[config.mk]
export PLATFORM = sky130hd
export DESIGN_NAME = pcm_sample_format_converter_unit
export DESIGN_NICKNAME = d
export VERILOG_FILES = /design/src/sv/pcmfc_pkg.sv /design/src/sv/pcm_sample_format_converter_unit.sv
export SDC_FILE = /design/constraint.sdc
export NUM_CORES = 2
export LEC_CHECK = 0
export ABC_AREA = 1
export BUFFER_PORTS_ARGS = -buffer_cell sky130_fd_sc_hd__buf_2
export CAP_MARGIN = 10
export CORE_MARGIN = 2
export CORE_UTILIZATION = 28
export DETAILED_ROUTE_END_ITERATION = 10
export PLACE_DENSITY_LB_ADDON = 0.3
export SYNTH_ARGS = -nofsm -noshare
export SYNTH_HDL_FRONTEND = slang
export SYNTH_SLANG_ARGS = --single-unit
[constraint.sdc]
create_clock -name i_clk -period 22.7 [get_ports i_clk]
set_input_delay 3.405 -clock i_clk [delete_from_list [all_inputs] [get_ports i_clk]]
set_output_delay 3.405 -clock i_clk [all_outputs]
set_load 0.05 [all_outputs]
[src/sv/pcmfc_pkg.sv]
`default_nettype none
// ----------------------------------------------------------------------------
// pcmfc_pkg
// Format codes, register indexes, pipeline word type and helper functions
// for the PCM sample format converter.
// ----------------------------------------------------------------------------
package pcmfc_pkg;

    // sample format codes
    localparam logic [2:0] FMT_U8  = 3'd0;
    localparam logic [2:0] FMT_S16 = 3'd1;
    localparam logic [2:0] FMT_S32 = 3'd2;
    localparam logic [2:0] FMT_FLT = 3'd3;
    localparam logic [2:0] FMT_DBL = 3'd4;

    // configuration register indexes
    localparam logic CFG_SOURCE = 1'b0;
    localparam logic CFG_TARGET = 1'b1;

    // one word as it travels down the pipeline
    typedef struct packed {
        logic [2:0]         tgt;   // target format
        logic               done;  // result already final
        logic [63:0]        res;   // final result when done
        logic               sgn;   // sign of the value
        logic signed [12:0] expo;  // exponent of mantissa bit 52 (or scaled)
        logic [52:0]        man;   // mantissa / working magnitude
        logic [5:0]         lz;    // leading zero count
        logic               rnd;   // round-up decision
        logic               inf;   // overflowed to infinity
    } t_stage;

    // width mask of a format
    function automatic logic [63:0] fmt_mask(input logic [2:0] f);
        logic [63:0] m;
        m = 64'hFFFF_FFFF_FFFF_FFFF;
        if (f == FMT_U8) m = 64'h0000_0000_0000_00FF;
        else if (f == FMT_S16) m = 64'h0000_0000_0000_FFFF;
        else if (f == FMT_S32 || f == FMT_FLT) m = 64'h0000_0000_FFFF_FFFF;
        return m;
    endfunction

    // left-aligned 32-bit word to integer code of the target
    function automatic logic [63:0] word_to_int(input logic [2:0] f, input logic [31:0] w);
        logic [63:0] r;
        r = {32'd0, w};
        if (f == FMT_U8) r = {56'd0, w[31:24] ^ 8'h80};
        else if (f == FMT_S16) r = {48'd0, w[31:16]};
        return r;
    endfunction

    // leading zero count of a 53-bit mantissa
    function automatic logic [5:0] lzc53(input logic [52:0] m);
        logic [5:0] n;
        n = 6'd53;
        for (int i = 0; i < 53; i++) begin
            if (m[i]) n = 6'(52 - i);
        end
        return n;
    endfunction

endpackage
`default_nettype wire

[src/sv/pcm_sample_format_converter_unit.sv]
`default_nettype none
// ----------------------------------------------------------------------------
// pcm_sample_format_converter_unit
// Converts PCM samples between u8, s16, s32, single and double.
// ----------------------------------------------------------------------------
//  channel     | direction | signals
//  ------------+-----------+-----------------------------------------------
//  sample in   | in        | i_sample_valid, o_sample_ready, i_sample_bits
//  result out  | out       | o_converted_valid, i_converted_ready,
//              |           | o_converted_bits
//  config      | in        | i_cfg_valid, o_cfg_ready, i_cfg_index, i_cfg_data
//
//  Seven register stages: unpack, leading zero count, normalise, single
//  denormalise, single round, integer shift, integer round. One word is
//  taken in every cycle in which the output is not stalled.
//  A stalled output freezes all stages together; nothing is dropped.
//  Reset clears the valid bits and sets source s16, target single.
// ----------------------------------------------------------------------------
module pcm_sample_format_converter_unit
    import pcmfc_pkg::*;
(
    input  wire         i_clk,
    input  wire         i_rst_n,
    input  wire         i_sample_valid,
    output logic        o_sample_ready,
    input  wire  [63:0] i_sample_bits,
    output logic        o_converted_valid,
    input  wire         i_converted_ready,
    output logic [63:0] o_converted_bits,
    input  wire         i_cfg_valid,
    output logic        o_cfg_ready,
    input  wire         i_cfg_index,
    input  wire  [2:0]  i_cfg_data
);

    logic [2:0] r_src;
    logic [2:0] r_tgt;
    logic [6:0] r_vld;
    logic       en;
    t_stage r_s1, r_s2, r_s3, r_s4, r_s5, r_s6, r_s7;
    t_stage n_s1, n_s2, n_s3, n_s4, n_s5, n_s6, n_s7;

    // pipeline advance
    assign en                = !r_vld[6] || i_converted_ready;
    assign o_sample_ready    = en;
    assign o_converted_valid = r_vld[6];
    assign o_converted_bits  = r_s7.res;
    assign o_cfg_ready       = 1'b1;

    // configuration registers
    always_ff @(posedge i_clk) begin
        if (!i_rst_n) begin
            r_src <= FMT_S16;
            r_tgt <= FMT_FLT;
        end else if (i_cfg_valid) begin
            if (i_cfg_index == CFG_SOURCE) r_src <= i_cfg_data;
            else r_tgt <= i_cfg_data;
        end
    end

    // valid bits
    always_ff @(posedge i_clk) begin
        if (!i_rst_n) begin
            r_vld <= '0;
        end else if (en) begin
            r_vld <= {r_vld[5:0], i_sample_valid};
        end
    end

    // stage registers
    always_ff @(posedge i_clk) begin
        if (en) begin
            r_s1 <= n_s1;
            r_s2 <= n_s2;
            r_s3 <= n_s3;
            r_s4 <= n_s4;
            r_s5 <= n_s5;
            r_s6 <= n_s6;
            r_s7 <= n_s7;
        end
    end

    // stage 1: unpack, specials and direct results
    always_comb begin
        logic [63:0] x;
        logic [31:0] w;
        logic [31:0] mag;
        logic        s;
        logic        emax;
        logic        ezero;
        logic        fzero;
        logic [31:0] satw;
        x     = i_sample_bits & fmt_mask(r_src);
        w     = x[31:0];
        mag   = '0;
        s     = 1'b0;
        emax  = 1'b0;
        ezero = 1'b0;
        fzero = 1'b0;
        satw  = '0;
        n_s1  = '0;
        n_s1.tgt  = r_tgt;
        n_s1.done = 1'b1;
        if (r_src == FMT_U8) w = {x[7:0] ^ 8'h80, 24'd0};
        else if (r_src == FMT_S16) w = {x[15:0], 16'd0};
        if (r_src > FMT_DBL || r_tgt > FMT_DBL) begin
            n_s1.res = '0;
        end else if (r_src == r_tgt) begin
            n_s1.res = x;
        end else if (r_src <= FMT_S32) begin
            // integer source
            if (r_tgt <= FMT_S32) begin
                n_s1.res = word_to_int(r_tgt, w);
            end else if (w == 32'd0) begin
                n_s1.res = '0;
            end else begin
                mag = w[31] ? (~w + 32'd1) : w;
                n_s1.done = 1'b0;
                n_s1.sgn  = w[31];
                n_s1.expo = '0;
                n_s1.man  = {mag, 21'd0};
            end
        end else begin
            // float or double source
            if (r_src == FMT_FLT) begin
                s     = x[31];
                emax  = x[30:23] == 8'hFF;
                ezero = x[30:23] == 8'h00;
                fzero = x[22:0] == 23'd0;
                n_s1.man  = {!ezero, x[22:0], 29'd0};
                n_s1.expo = ezero ? -13'sd126 : $signed({5'd0, x[30:23]}) - 13'sd127;
            end else begin
                s     = x[63];
                emax  = x[62:52] == 11'h7FF;
                ezero = x[62:52] == 11'h000;
                fzero = x[51:0] == 52'd0;
                n_s1.man  = {!ezero, x[51:0]};
                n_s1.expo = ezero ? -13'sd1022 : $signed({2'd0, x[62:52]}) - 13'sd1023;
            end
            n_s1.sgn = s;
            satw = s ? 32'h8000_0000 : 32'h7FFF_FFFF;
            if (emax && !fzero) begin
                // not a number
                if (r_tgt == FMT_FLT) n_s1.res = {32'd0, s, 8'hFF, 1'b1, x[50:29]};
                else if (r_tgt == FMT_DBL) n_s1.res = {s, 11'h7FF, 1'b1, x[21:0], 29'd0};
                else n_s1.res = word_to_int(r_tgt, 32'h8000_0000);
            end else if (emax) begin
                // infinity
                if (r_tgt == FMT_FLT) n_s1.res = {32'd0, s, 8'hFF, 23'd0};
                else if (r_tgt == FMT_DBL) n_s1.res = {s, 11'h7FF, 52'd0};
                else n_s1.res = word_to_int(r_tgt, satw);
            end else if (ezero && fzero) begin
                // signed zero
                if (r_tgt == FMT_FLT) n_s1.res = {32'd0, s, 31'd0};
                else if (r_tgt == FMT_DBL) n_s1.res = {s, 63'd0};
                else n_s1.res = word_to_int(r_tgt, 32'd0);
            end else begin
                n_s1.done = 1'b0;
            end
        end
    end

    // stage 2: leading zero count
    always_comb begin
        n_s2 = r_s1;
        n_s2.lz = lzc53(r_s1.man);
    end

    // stage 3: normalise, pack double results
    always_comb begin
        logic signed [12:0] e;
        n_s3 = r_s2;
        e    = '0;
        if (!r_s2.done) begin
            n_s3.man  = r_s2.man << r_s2.lz;
            n_s3.expo = r_s2.expo - $signed({7'd0, r_s2.lz});
            e = n_s3.expo + 13'sd1023;
            if (r_s2.tgt == FMT_DBL) begin
                n_s3.done = 1'b1;
                n_s3.res  = {r_s2.sgn, e[10:0], n_s3.man[51:0]};
            end
        end
    end

    // stage 4: denormalise to single range, find round bit
    always_comb begin
        logic signed [12:0] d;
        logic [4:0]         sh;
        logic [78:0]        wv;
        n_s4 = r_s3;
        d  = -13'sd126 - r_s3.expo;
        sh = '0;
        if (r_s3.expo < -13'sd126) sh = (d > 13'sd26) ? 5'd26 : d[4:0];
        wv = {r_s3.man, 26'd0} >> sh;
        if (!r_s3.done) begin
            n_s4.man  = {29'd0, wv[78:55]};
            n_s4.rnd  = wv[54] & ((|wv[53:0]) | wv[55]);
            n_s4.expo = (sh != 5'd0) ? -13'sd126 : r_s3.expo;
        end
    end

    // stage 5: round to single, pack single results
    always_comb begin
        logic [24:0]        m25;
        logic [23:0]        mant;
        logic signed [12:0] e;
        logic signed [12:0] be;
        n_s5 = r_s4;
        m25  = {1'b0, r_s4.man[23:0]} + {24'd0, r_s4.rnd};
        mant = m25[24] ? m25[24:1] : m25[23:0];
        e    = m25[24] ? r_s4.expo + 13'sd1 : r_s4.expo;
        be   = e + 13'sd127;
        if (!r_s4.done) begin
            n_s5.man  = {29'd0, mant};
            n_s5.expo = e;
            n_s5.inf  = e > 13'sd127;
            if (r_s4.tgt == FMT_FLT) begin
                n_s5.done = 1'b1;
                if (n_s5.inf) n_s5.res = {32'd0, r_s4.sgn, 8'hFF, 23'd0};
                else n_s5.res = {32'd0, r_s4.sgn, mant[23] ? be[7:0] : 8'd0, mant[22:0]};
            end
        end
    end

    // stage 6: scale to integer, saturate large values
    always_comb begin
        logic signed [12:0] k;
        logic signed [12:0] t;
        logic [5:0]         rs;
        logic [66:0]        yv;
        n_s6 = r_s5;
        k = 13'sd31;
        if (r_s5.tgt == FMT_U8) k = 13'sd7;
        else if (r_s5.tgt == FMT_S16) k = 13'sd15;
        t  = 13'sd31 - r_s5.expo - k;
        rs = (t > 13'sd35) ? 6'd35 : t[5:0];
        yv = {r_s5.man[23:0], 8'd0, 35'd0} >> rs;
        if (!r_s5.done) begin
            if (r_s5.inf || r_s5.expo >= 13'sd0) begin
                n_s6.done = 1'b1;
                n_s6.res  = word_to_int(r_s5.tgt,
                                        r_s5.sgn ? 32'h8000_0000 : 32'h7FFF_FFFF);
            end else begin
                n_s6.man = {21'd0, yv[66:35]};
                n_s6.rnd = yv[34] & ((|yv[33:0]) | yv[35]);
            end
        end
    end

    // stage 7: round to integer, clamp, pack
    always_comb begin
        logic [31:0] q;
        logic [31:0] hi;
        logic [31:0] r;
        n_s7 = r_s6;
        hi = 32'h7FFF_FFFF;
        if (r_s6.tgt == FMT_U8) hi = 32'd127;
        else if (r_s6.tgt == FMT_S16) hi = 32'd32767;
        q = r_s6.man[31:0] + {31'd0, r_s6.rnd};
        if (!r_s6.sgn && q > hi) q = hi;
        r = r_s6.sgn ? (~q + 32'd1) : q;
        if (!r_s6.done) begin
            n_s7.done = 1'b1;
            if (r_s6.tgt == FMT_U8) n_s7.res = {56'd0, r[7:0] ^ 8'h80};
            else if (r_s6.tgt == FMT_S16) n_s7.res = {48'd0, r[15:0]};
            else n_s7.res = {32'd0, r};
        end
    end

endmodule
`default_nettype wire

Word-level counts from Yosys, hierarchy flattened:

Cells that the tools add are included.

* $lt $le $gt $ge: 10
* equality and inequality tests: 13
* reduce and logical (&&, ||, !) cells: 32
* bitwise operators: 13
* shift-type cells: 3
* muxes and demuxes: 137
* add/subtract/negate cells: 13

Operators by type and width (count)
* 2-to-1 mux 64 bit: 18
* 2-to-1 mux 32 bit: 19
* 2-to-1 mux 66 bit: 4
* 2-to-1 mux 65 bit: 3
* 2-to-1 mux 67 bit: 2
* 2-to-1 mux 132 bit: 1
* 2-to-1 mux 6 bit: 21
* 2-to-1 mux 5 bit: 20
* 2-to-1 mux 31 bit: 3
* >> shifter 79 x 5 -> 79 bit: 1
* >> shifter 67 x 6 -> 67 bit: 1
* adder 32 x 1 -> 32 bit, second input constant: 2
* AND 64 bit: 1
* inverter 32 bit: 2
* OR reduction 54 bit: 1
* left shift 53 x 6 -> 53 bit: 1
* zero test 52 bit: 1
* 2-to-1 mux 13 bit: 4
* OR reduction 34 bit: 1
* adder 32 x 1 -> 32 bit: 1
* greater-than comparator 32 bit: 1
* zero test 32 bit: 1
* 2-to-1 mux 4 bit: 8
* OR reduction 32 bit: 1
* other kinds (44): 103

* logic and storage cells: 272
* input bits: 73
* bits in registers: 842
* output and inout bits: 67

Longest topological paths before layout:

* depth in word-level cells: 52
* mapped depth: 52
* mapped depth without buffers: 52

Worst setup path before layout:

Ideal clock, no wire load.

* path kind: input to output
* start: in i_converted_ready
* end: out o_sample_ready
* arrival: 19.398 ns
* stages: 2
* required time: 19.295 ns
* path buffers: 0
* setup slack: -0.103 ns
* path through: nor2_1 inv_1

* longest elaborated chain between the ends: 1

RTL lines
* start: declaration: line pcm_sample_format_converter_unit.sv:28 `input wire i_converted_ready,`
* logical OR 1 bit: line pcm_sample_format_converter_unit.sv:44 `assign en = !r_vld[6] || i_converted_ready;`
* end: declaration: line pcm_sample_format_converter_unit.sv:25 `output logic o_sample_ready,`

Every way passes these cells.

Worst setup path after layout:

Same ends and word-level chain as after synthesis.

==> metrics.md <==
| Metric | Value |
|---|---|
| Fmax | `between 100 and 150 MHz` |
| HPWL after DPL | `roughly 120 mm` |
| CP Class | `input port to output port` |
| Tcrit/Tclk final | `0.360` |
| Vias | `37,100` |
| Vias in the first global route | `about 36,000` |
| Critical Path Slowest Stage Cell | `clkinvlp_4` |
| Placed instance area | `between 40,000 and 50,000 um^2` |
| Post-synthesis adder-cell area fraction | `0.0183` |
| Routed Wire Length | `152 mm` |
| Via-to-Cell Ratio | `about 4.9` |
| ANT cells | `0` |
| Post-route setup TNS | `0 ns` |
| Sequential element share of the synthesized area | `0.537` |
| Net Count, Synth | `5,469` |
| Cells after Synth | `around 5,300` |
| Worst slew pin tran | `about 1.3 ns` |
| Number of flops mapped to enable cells by yosys | `806` |
| Seq. cell area | `between 20,000 and 25,000 um^2` |
| Crit path top cell by count | `buf_2` |
| Top-count cell post-synth | `nand2_1` |
| Syn_area_per_cell | `8.55 um^2` |
| Fin area | `roughly 51,000 um^2` |
| Post-synth top area share | `0.531` |
| Synth Area in Simple Gates | `0.210` |
| Synth-to-Final Area Change | `12.9%` |
| Hold Fails Final Rpt | `0` |
| Io pins | `140` |
| Root Buffer Master | `clkbuf_16` |
| Starting Density | `0.281` |
| Remaining Overflow, GRT | `0` |
| CTS max path bufs | `3` |
| Htree depth | `3` |
| Fill count | `roughly 17,000` |
| Max-slew violations | `0` |
| Clk_lat worst skew | `0.70 ns` |
| Worst VDD drop | `around 0.000075 V` |
| Placer Congestion | `approximately 1` |
| DRC viols | `0` |
| CP Cell Sequence | `buf_2 -> nor2_1 -> clkinvlp_4 -> buf_2` |
| Critical path's largest stage delay | `approximately 0.5 ns` |
| Synth Flop Type | `edfxtp_1` |
| Post-synth top area cell | `edfxtp_1` |
| Rel. slew slack | `0.156` |
| Die Area | `between 150,000 and 200,000 um^2` |
| # rows | `~150` |
| Endpoints failing setup | `0` |
| Main area contributors after synthesis | `edfxtp_1, nand2_1, o21ai_0` |
| Routed wire per std cell | `around 20 um` |
| Leakage power | `roughly 23 nW` |
| Router iterations before antenna repair | `6` |
| Post-synth top cells | `nand2_1, edfxtp_1, inv_1` |
| Initial antenna violation count | `0` |
| Largest net degree at the start of global routing | `about 110` |
| First-pass GRT wire length | `approximately 230 mm` |
| Yosys cell types | `71` |
| Area of the multi-input gates | `approximately 18,000 um^2` |
| Clk_skew | `0.0483 ns` |
| Top cell family by delay on the critical path | `buffers and inverters` |
| Area fraction in compound gates after synthesis | `0.132` |
| Largest family of logic cells by synthesized area | `simple AND/OR/NAND/NOR gates` |
| CP Capture Type | `output port` |
| Yosys Warn Count | `0` |
| Post-Syn Area | `45,600 um^2` |
| Layout cell share with drive strength beyond 1 | `0.0786` |
| PwrDens | `about 140 nW/um^2` |
| Antenna-violating nets left | `0` |
| Post-layout minimum cycle time | `just over 8 ns` |
| Clk pin slew, worst setup/hold paths | `around 0.06 ns` |
| Hold/Removal Path Class | `flop to flop` |
| Worst Path Buf+Inv | `3` |
| Fin nets | `approximately 5,500` |
| Resize count post-CTS | `0` |
| Post-synthesis mux area share | `0.00879` |
| Core area | `between 150,000 and 200,000 um^2` |
| Async S/R FF share, synth | `0` |
| TritonCTS clock tree | `yes` |
| Max cap viols | `0` |
| CTS hold repair buffers | `0` |
| Sink Count | `about 800` |
| Crit-path max FO | `18` |
| Crit start category | `input port` |
| DIE WIDTH | `~400 um` |
| GRT Overall Usage | `0.178` |
| Setup repair bufs after CTS | `0` |
| Status | `finished clean` |
| TritonCTS buffer count | `87` |
| Die Height | `just over 400 um` |
| XOR/XNOR share of the synthesized area | `0.0180` |
| CP arrival | `4.77 ns` |
| # port buffers | `~140` |
| Initial DRC count | `approximately 3,300` |
| Data required time of the worst path | `slightly below 20 ns` |
| Synth Register Bits | `between 800 and 900` |
| RSZ-0062 raised after global routing | `false` |
==> layout by cell type (no fill, tap or decap), types with 12 or more instances in the layout <==
master	count
nor3_1	73
edfxtp_1	806
clkbuf_1	17
o31ai_1	22
nand4_1	49
a31oi_1	46
or2_2	35
clkinv_1	30
xnor2_1	13
dfxtp_1	13
clkbuf_16	87
nand2_2	20
nor4_1	19
nand2_1	1424
inv_1	644
mux2i_1	40
o21ai_1	22
o21ai_0	625
buf_4	70
a21oi_1	171
nand3_1	184
nor2_1	481
buf_2	138
ha_1	65
o211ai_1	39
o22ai_1	59
o221ai_1	12
xor2_1	79
o2111ai_1	13
==> state kept, by name (all words and copies together) (netlist names), 7 cells and up <==
register / flops
n_s6: 18
n_s2: 134
n_s4: 69
r_s4: 110
r_s3: 66
n_s3: 10
r_s6: 65
r_s2: 130
o_converted_bits: 64
r_s5: 98
n_s7: 37
r_vld: 7
==> metrics by stage <==
stage / std cells / util / power [mW] / hold slack (ns) / worst slack, ns
3_5_place_dp: 7472 / 0.299 / 5.59 / 0.405 / 14.50
6_report: 7631 / 0.317 / 7.04 / 0.415 / 14.52
3_3_place_gp: 7472 / 0.299 / 5.59 / 0.403 / 14.53
5_1_grt: 7631 / 0.317 / 7.53 / 0.421 / 14.35
4_1_cts: 7631 / 0.317 / 7.03 / 0.409 / 14.50
2_1_floorplan: 5330 / - / 4.47 / 0.400 / 5.97
==> metal layers <==
layer  vias up  track usage  share of wire
met1     17300        0.233           0.43
met2      1311        0.286           0.45
met5         -            0              0
li1      18100            -              -
met3       352       0.0231          0.051
met4         0       0.0971          0.063
==> power by group <==
group | total [mW] | internal [mW] | switching, mW
Combinational | 3.35 | 0.914 | 2.44
Clock | 1.43 | 0.808 | 0.622
Sequential | 2.26 | 2.06 | 0.204
==> worst paths after layout <==
| path | startpoint | to | slack, ns | cells after the start |
|---|---|---|---|---|
| setup / recovery | i_converted_ready | o_sample_ready | 14.52 | 4 |
| hold / removal | n_s4[121]$_DFFE_PP_ | r_s4[121]$_DFFE_PP_ | 0.42 | 0 |
| setup reg to reg | n_s7[1]$_DFFE_PP_ | o_converted_bits[18]$_DFFE_PP_ | 16.46 | 35 |
| hold reg to reg | n_s4[121]$_DFFE_PP_ | r_s4[121]$_DFFE_PP_ | 0.42 | 0 |
==> logic make-up (layout without fill, tap and decap cells) <==
family,after synthesis,count (layout)
AO/OA/AOI/OAI,1076,1076
flip-flops,819,819
multiplexers,40,40
AND/OR/NAND/NOR,2329,2329
buffers and inverters,906,1032
other,1,1
XOR/XNOR,93,93
adder cells (fa/ha/maj),66,66
==> cell type report <==
cell class / instances / share of cell area
clock buffer: 104 / 0.0436
clock inverter: 55 / 0.0122
inverter: 665 / 0.0486
multi-input combinational: 3605 / 0.343
sequential: 819 / 0.476
tap: 2175 / 0.0529
timing repair buffer: 208 / 0.0236
(Power assumes the default switching activity.)
